--- config.mk ---
export PLATFORM = sky130hd
export DESIGN_NAME = egp_ctrl
export DESIGN_NICKNAME = d
export VERILOG_FILES = /design/src/hw/rtl/egp_pkg.sv /design/src/hw/rtl/egp_ctrl.sv
export SDC_FILE = /design/constraint.sdc
export NUM_CORES = 1
export LEC_CHECK = 0
export ABC_CLOCK_PERIOD_IN_PS = 2300
export BUFFER_PORTS_ARGS = -buffer_cell sky130_fd_sc_hd__buf_2
export CORE_AREA = 2 2 39 41
export DETAILED_ROUTE_END_ITERATION = 16
export DIE_AREA = 0 0 41 43
export PLACE_DENSITY = 0.47
export SETUP_SLACK_MARGIN = 0.02
export SYNTH_ARGS = -nofsm -noshare
export SYNTH_HDL_FRONTEND = slang
export SYNTH_SLANG_ARGS = --single-unit
--- constraint.sdc ---
create_clock -name clk -period 2.3 [get_ports clk]
set_input_delay 0.23 -clock clk [delete_from_list [all_inputs] [get_ports clk]]
set_output_delay 0.23 -clock clk [all_outputs]
set_load 0.02 [all_outputs]
--- src/hw/rtl/egp_pkg.sv ---
// Shared types, constants and the colour map for the elevation grid pseudocolor block.
// No dependencies.
package egp_pkg;

    localparam int MAX_WIDTH_DEF  = 256;
    localparam int MAX_HEIGHT_DEF = 256;
    localparam int ELEV_BITS_DEF  = 16;
    localparam int DIM_BITS       = 9;
    localparam int COORD_BITS     = 8;
    localparam int IDX_BITS       = 8;

    typedef enum logic [1:0] {
        MODE_WRITE = 2'd0,
        MODE_READ  = 2'd1,
        MODE_COLOR = 2'd2,
        MODE_NOP   = 2'd3
    } mode_t;

    localparam logic CFG_WIDTH  = 1'b0;
    localparam logic CFG_HEIGHT = 1'b1;

    typedef enum logic [2:0] {
        ST_IDLE,
        ST_CLEAR,
        ST_READ,
        ST_WAIT,
        ST_DIV,
        ST_OUT
    } state_t;

    typedef struct packed {
        logic clr_start;
        logic clr_step;
        logic load;
        logic mem_rd;
        logic capture;
        logic div_start;
        logic div_step;
        logic done;
    } egp_cmd_t;

    typedef struct packed {
        logic clr_last;
        logic needs_mem;
        logic needs_div;
        logic div_last;
    } egp_sts_t;

    // Blue-green-red map, packed as {r, g, b}.
    localparam logic [23:0] COLOR_MAP [256] = '{
        24'h000000, 24'h0004ff, 24'h0007ff, 24'h000bff, 24'h0010ff, 24'h0013ff, 24'h0018ff,
        24'h001cff, 24'h001fff, 24'h0024ff, 24'h0027ff, 24'h002bff, 24'h0030ff, 24'h0033ff,
        24'h0038ff, 24'h003bff, 24'h003fff, 24'h0044ff, 24'h0047ff, 24'h004cff, 24'h0050ff,
        24'h0053ff, 24'h0058ff, 24'h005bff, 24'h005fff, 24'h0064ff, 24'h0067ff, 24'h006cff,
        24'h0070ff, 24'h0073ff, 24'h0078ff, 24'h007bff, 24'h007fff, 24'h0084ff, 24'h0087ff,
        24'h008cff, 24'h0090ff, 24'h0093ff, 24'h0098ff, 24'h009bff, 24'h009fff, 24'h00a4ff,
        24'h00a7ff, 24'h00acff, 24'h00afff, 24'h00b3ff, 24'h00b8ff, 24'h00bbff, 24'h00c0ff,
        24'h00c4ff, 24'h00c7ff, 24'h00ccff, 24'h00cfff, 24'h00d3ff, 24'h00d8ff, 24'h00dbff,
        24'h00e0ff, 24'h00e4ff, 24'h00e7ff, 24'h00ecff, 24'h00efff, 24'h00f3ff, 24'h00f8ff,
        24'h00fbff, 24'h00fffd, 24'h00fff9, 24'h00fff6, 24'h00fff1, 24'h00ffee, 24'h00ffea,
        24'h00ffe5, 24'h00ffe2, 24'h00ffdd, 24'h00ffda, 24'h00ffd6, 24'h00ffd1, 24'h00ffce,
        24'h00ffc9, 24'h00ffc5, 24'h00ffc2, 24'h00ffbd, 24'h00ffba, 24'h00ffb6, 24'h00ffb1,
        24'h00ffae, 24'h00ffa9, 24'h00ffa5, 24'h00ffa2, 24'h00ff9d, 24'h00ff9a, 24'h00ff96,
        24'h00ff91, 24'h00ff8e, 24'h00ff89, 24'h00ff85, 24'h00ff82, 24'h00ff7d, 24'h00ff7a,
        24'h00ff76, 24'h00ff71, 24'h00ff6e, 24'h00ff69, 24'h00ff66, 24'h00ff62, 24'h00ff5d,
        24'h00ff5a, 24'h00ff55, 24'h00ff51, 24'h00ff4e, 24'h00ff49, 24'h00ff46, 24'h00ff42,
        24'h00ff3d, 24'h00ff3a, 24'h00ff35, 24'h00ff31, 24'h00ff2e, 24'h00ff29, 24'h00ff26,
        24'h00ff22, 24'h00ff1d, 24'h00ff1a, 24'h00ff15, 24'h00ff11, 24'h00ff0e, 24'h00ff09,
        24'h00ff06, 24'h00ff02, 24'h02ff00, 24'h05ff00, 24'h0aff00, 24'h0eff00, 24'h11ff00,
        24'h16ff00, 24'h19ff00, 24'h1eff00, 24'h22ff00, 24'h25ff00, 24'h2aff00, 24'h2dff00,
        24'h31ff00, 24'h36ff00, 24'h39ff00, 24'h3eff00, 24'h42ff00, 24'h45ff00, 24'h4aff00,
        24'h4dff00, 24'h51ff00, 24'h56ff00, 24'h59ff00, 24'h5eff00, 24'h62ff00, 24'h65ff00,
        24'h6aff00, 24'h6dff00, 24'h71ff00, 24'h76ff00, 24'h79ff00, 24'h7eff00, 24'h82ff00,
        24'h85ff00, 24'h8aff00, 24'h8dff00, 24'h92ff00, 24'h96ff00, 24'h99ff00, 24'h9eff00,
        24'ha1ff00, 24'ha5ff00, 24'haaff00, 24'hadff00, 24'hb2ff00, 24'hb6ff00, 24'hb9ff00,
        24'hbeff00, 24'hc1ff00, 24'hc5ff00, 24'hcaff00, 24'hcdff00, 24'hd2ff00, 24'hd6ff00,
        24'hd9ff00, 24'hdeff00, 24'he1ff00, 24'he5ff00, 24'heaff00, 24'hedff00, 24'hf2ff00,
        24'hf6ff00, 24'hf9ff00, 24'hfeff00, 24'hfffc00, 24'hfff700, 24'hfff300, 24'hfff000,
        24'hffeb00, 24'hffe800, 24'hffe400, 24'hffdf00, 24'hffdc00, 24'hffd700, 24'hffd300,
        24'hffd000, 24'hffcb00, 24'hffc800, 24'hffc400, 24'hffbf00, 24'hffbc00, 24'hffb700,
        24'hffb300, 24'hffb000, 24'hffab00, 24'hffa800, 24'hffa400, 24'hff9f00, 24'hff9c00,
        24'hff9700, 24'hff9300, 24'hff9000, 24'hff8b00, 24'hff8800, 24'hff8400, 24'hff7f00,
        24'hff7c00, 24'hff7700, 24'hff7400, 24'hff7000, 24'hff6b00, 24'hff6800, 24'hff6300,
        24'hff5f00, 24'hff5c00, 24'hff5700, 24'hff5400, 24'hff5000, 24'hff4b00, 24'hff4800,
        24'hff4300, 24'hff3f00, 24'hff3c00, 24'hff3700, 24'hff3400, 24'hff3000, 24'hff2b00,
        24'hff2800, 24'hff2300, 24'hff1f00, 24'hff1c00, 24'hff1700, 24'hff1400, 24'hff1000,
        24'hff0b00, 24'hff0800, 24'hff0300, 24'hff0000
    };

    function automatic logic [23:0] color_lut(input logic [7:0] i);
        return COLOR_MAP[i];
    endfunction

endpackage

--- src/hw/rtl/egp_ctrl.sv ---
// Controller state machine: clearing pass, item sequencing, divider pacing.
// Depends on egp_pkg.
module egp_ctrl
    import egp_pkg::*;
(
    input  logic     clk,
    input  logic     rst_n,
    input  logic     in_fire,
    input  logic     out_fire,
    input  egp_sts_t sts,
    output egp_cmd_t cmd,
    output logic     in_ready,
    output logic     out_valid
);
    state_t state_reg, state_next;
    logic   started_reg;

    always_ff @(posedge clk or negedge rst_n)
    begin
        if (!rst_n)
        begin
            state_reg   <= ST_CLEAR;
            started_reg <= 1'b0;
        end
        else
        begin
            state_reg   <= state_next;
            started_reg <= 1'b1;
        end
    end

    always_comb
    begin
        state_next = state_reg;
        unique case (state_reg)
            ST_CLEAR: if (started_reg && sts.clr_last) state_next = ST_IDLE;
            ST_IDLE:  if (in_fire) state_next = ST_READ;
            ST_READ:  state_next = sts.needs_mem ? ST_WAIT : ST_OUT;
            ST_WAIT:  state_next = sts.needs_div ? ST_DIV : ST_OUT;
            ST_DIV:   if (sts.div_last) state_next = ST_OUT;
            ST_OUT:   if (out_fire) state_next = ST_IDLE;
            default:  state_next = ST_IDLE;
        endcase
    end

    always_comb
    begin
        cmd       = '0;
        in_ready  = 1'b0;
        out_valid = 1'b0;
        unique case (state_reg)
            ST_CLEAR:
            begin
                cmd.clr_start = !started_reg;
                cmd.clr_step  = started_reg;
            end
            ST_IDLE:
            begin
                in_ready = 1'b1;
                cmd.load = in_fire;
            end
            ST_READ:  cmd.mem_rd = 1'b1;
            ST_WAIT:
            begin
                cmd.capture   = 1'b1;
                cmd.div_start = sts.needs_div;
            end
            ST_DIV:   cmd.div_step = 1'b1;
            ST_OUT:
            begin
                out_valid = 1'b1;
                cmd.done  = out_fire;
            end
            default: ;
        endcase
    end
endmodule

# Word-level counts from Yosys, hierarchy flattened
# Index checks and enable logic that the tools add are counted.
word_totals:
  ram_bits: 0
  rom_bits: 0
  inputBits: 8
  latchBits: 0
  reg_bits: 4
  wordCells: 30
  n_memories: 0
op_classes:
  multipliers: 0
  eq_ne: 9
  n_addsub: 0
  n_div: 0
  n_mux: 15
  shifts: 0
  order_cmp: 0
  reduce_logical: 4
  n_bitwise: 0
ops:
  columns: ["operator", "n"]
  rows:
  - ["3-bit case mux with 6 select lines", 1]
  - ["3-bit two-way mux", 5]
  - ["2-bit != test (second input constant)", 4]
  - ["1-bit two-way mux", 7]
  - ["3-bit by 2-bit equality test with 1-bit output (second input constant)", 2]
  - ["3-bit equality test (second input constant)", 2]
  - ["2-bit two-way mux", 2]
  - ["4-bit AND reduction", 1]
  - ["3-bit by 1-bit equality test with 1-bit output (second input constant)", 1]
  - ["3-bit logical NOT", 1]
  - ["1-bit logical AND", 1]
  - ["1-bit logical NOT", 1]

# Depth between registers and ports, before layout
depth:
  word_depth: 3
  depth_mapped: 4
  mapped_depth_nobuf: 3

# Worst setup path after synthesis
# Ideal clock, no wire load.
synth_path:
  path_kind: "reg2out"
  from: "register state_reg[0]"
  to: "output port cmd[7] in the netlist's numbering"
  arrival_time_ns: 1.163
  path_slack_ns: 0.907
  path_buffers: 1
  stages_incl_launch_ff: 4
  cell_sequence: "dfstp_2 -> buf_4 -> nor2b_2 -> nor3b_2"
synth_lines:
  columns: ["item", "line_no", "source"]
  rows:
  - ["start: declaration", "egp_ctrl.sv:15", "state_t state_reg, state_next;"]
  - ["start signal: assignment", "egp_ctrl.sv:27", "state_reg <= state_next;"]
  - ["end: declaration", "egp_ctrl.sv:11", "output egp_cmd_t cmd,"]

==> results.cfg <==
[synth]
syn_area_um2 = 297
synth_fa_ha_area_share_pct = 0
ys_types = 22
ys.warnings.count = 0
synth_nets = 40
synth_top_area_share_pct = 25.3
yosys_most_used_dff = dfrtp_1
async_flop_share_pct = 100
synth_compound_area_share_pct = 12.2
yosysMostFrequentCell = nand2_1
synth_mux_area_share_pct = 3.38
synth.area.top_cells = dfrtp_1 (25%), dfstp_2 (8.9%), and2_1 (6.3%)
synthSimpleGateAreaFrac_pct = 44.7
synth_top_cell_by_area = dfrtp_1
netlist_instances = 32
synth_top_family_by_area = simple AND/OR/NAND/NOR gates
synth_xor_xnor_area_share_pct = 0
syn_avg_cell_area_um2 = 9.27
yosys-top-cells-count = nand2_1 (4), and2_1 (3), dfrtp_1 (3), nor2b_1 (3), and3_1 (2)
synth_edf_count = 0
yosysSeqAreaShare_pct = 34.2
ys_ff_latch = 4

[timing]
min_period_over_period_pct = 72.2
skew_ns = 0.00278
setup_viol_count_final = 0
max_freq_ghz = 0.603
setup_tns_ns = 0
drv_slew = 0
setup_slack_ns = 0.641
finalHoldViolCount = 0
rsz0062_at_grt = no
post-route-min-period_ns = 1.66

[global_route]
antenna_found_initial = 0
overflow = 0
grt_pass1_vias = 244
grt_usage_pct = 8.88
grt_max_degree = 13
grt_first_pass_wirelength_mm = 1.02

[clock_tree]
cts_sinks = 4
ctsRootBufferMaster = clkbuf_4
numCtsBuffers = 3
ctsResizeCount = 0
cts_buffer_depth = 2
insertion_delay_ns = 0.23
hold_buffers = 1
cts_tree = yes
post_cts_buffers = 0
htreeDepth = 1
clk_pin_slew_ns = 0.04

[drt]
routed_via_density = 4.03
via_count = 274
firstDrtPassIters = 4
drt_wl_total_um = 640
wire_per_inst_um = 9.41
ant_nets = 0
drt_iter0_drc = 3
drc_errors = 0

[layout]
drive_above_1_share_pct = 51.9
design_area_um2 = 425
largest_reg_flops = 3
multi_input_area_um2 = 183
antenna_cells = 0
fillers = 157
instances_no_fill = 68
fin_nets = 61
regArea_um2 = 101
syn2layout_area_growth_pct = 43.5

[placed_design]
pre_cts_slack_ns = 0.883
port_buffers = 17
place_inst = 63
dp_hpwl_um = 518
place.gp.congestion = 0.676
dpl_cell_area_um2 = 389

[floorplan]
die_y_um = 43
num_rows = 14
die_area_um2 = 1760
die_x_um = 41
initial_core_util_pct = 21.4
fp.coreArea_um2 = 1380
io_pins = 18

[run_status]
status = completed

[worst_setup_path]
critPathSlowestCell = dfstp_2
cp.arrival_ns = 1.43
start_kind = flop
endpoint_kind = output port
path_cells = nor2b_2, nor3b_2, buf_2
worstPathMaxFanout = 10
cp_slowest_stage_delay_ns = 0.62
critPathKind = reg -> out
cp_data_required_time_ns = 2.07

[power_and_ir_drop]
power_mw = 0.538
power.leakage_nw = 0.221
p_per_area_nw_per_um2 = 1270
irDropWorstVdd_mv = 0.448

[run]
maxCapViolations = 0

[hold_path]
holdCritPathClass = in -> reg
[metrics by stage]
step	util, %	hold slack (ns)
after floorplan	-	-0.0656
after global placement	28.1	0.0410
after detailed placement	28.1	0.0407
after CTS	30.7	0.203
after global routing	30.7	0.209
final	30.7	0.203
[critical path, delay by kind of cell, from the launching register on]
kind                   cells  cell delay (ns)
buffers and inverters      1             0.18
AND/OR/NAND/NOR            2             0.40
flip-flops                 1             0.62
[cells in the final DEF (no fill, tap or decap), types with 2 or more instances in the layout]
master,netlist,layout
dfrtp_1,3,3
clkbuf_4,0,3
and2_1,3,3
and3_1,2,2
nand2_1,4,4
nor2b_1,3,3
buf_2,1,17
[final cells by class]
class	instances	area share, %
Sequential cell	4	23.8
Tap cell	16	4.71
Multi-Input combinational cell	26	42.9
Timing Repair Buffer	18	22.4
Clock buffer	4	6.18
[worst paths after layout]
kind                               from            to  slack [ns]  cells after the start
min in group asynchronous         rst_n  state_reg[1]        0.33                      2
max reg2reg                state_reg[0]  state_reg[0]        1.17                      3
min reg2reg                state_reg[0]  state_reg[0]        0.59                      1
max in group asynchronous         rst_n  state_reg[0]        1.76                      2
min                              sts[1]  state_reg[0]        0.20                      2
max                        state_reg[0]        cmd[7]        0.64                      3
[power by group]
part / leakage (nW) / internal, mW / switching, mW
clock network: 0.0150 / 0.0652 / 0.0294
logic: 0.158 / 0.128 / 0.150
registers: 0.0480 / 0.103 / 0.0627
total: 0.221 / 0.296 / 0.243
[metal layers]
metal	share of wire (%)	up-vias	track usage (%)
met3	8.3	0	6.28
met2	43	10	10.9
met4	0	0	4.00
met5	0	-	0
li1	-	146	-
met1	48	118	11.4
[kinds of logic after synthesis]
kind of cell	after synthesis
and+or+nand+nor	20
AOI/OAI and AO/OA	4
DFF	4
buffers and inverters	2
muxes	1
other	1
Note: power is estimated with default switching activity, not from simulation.
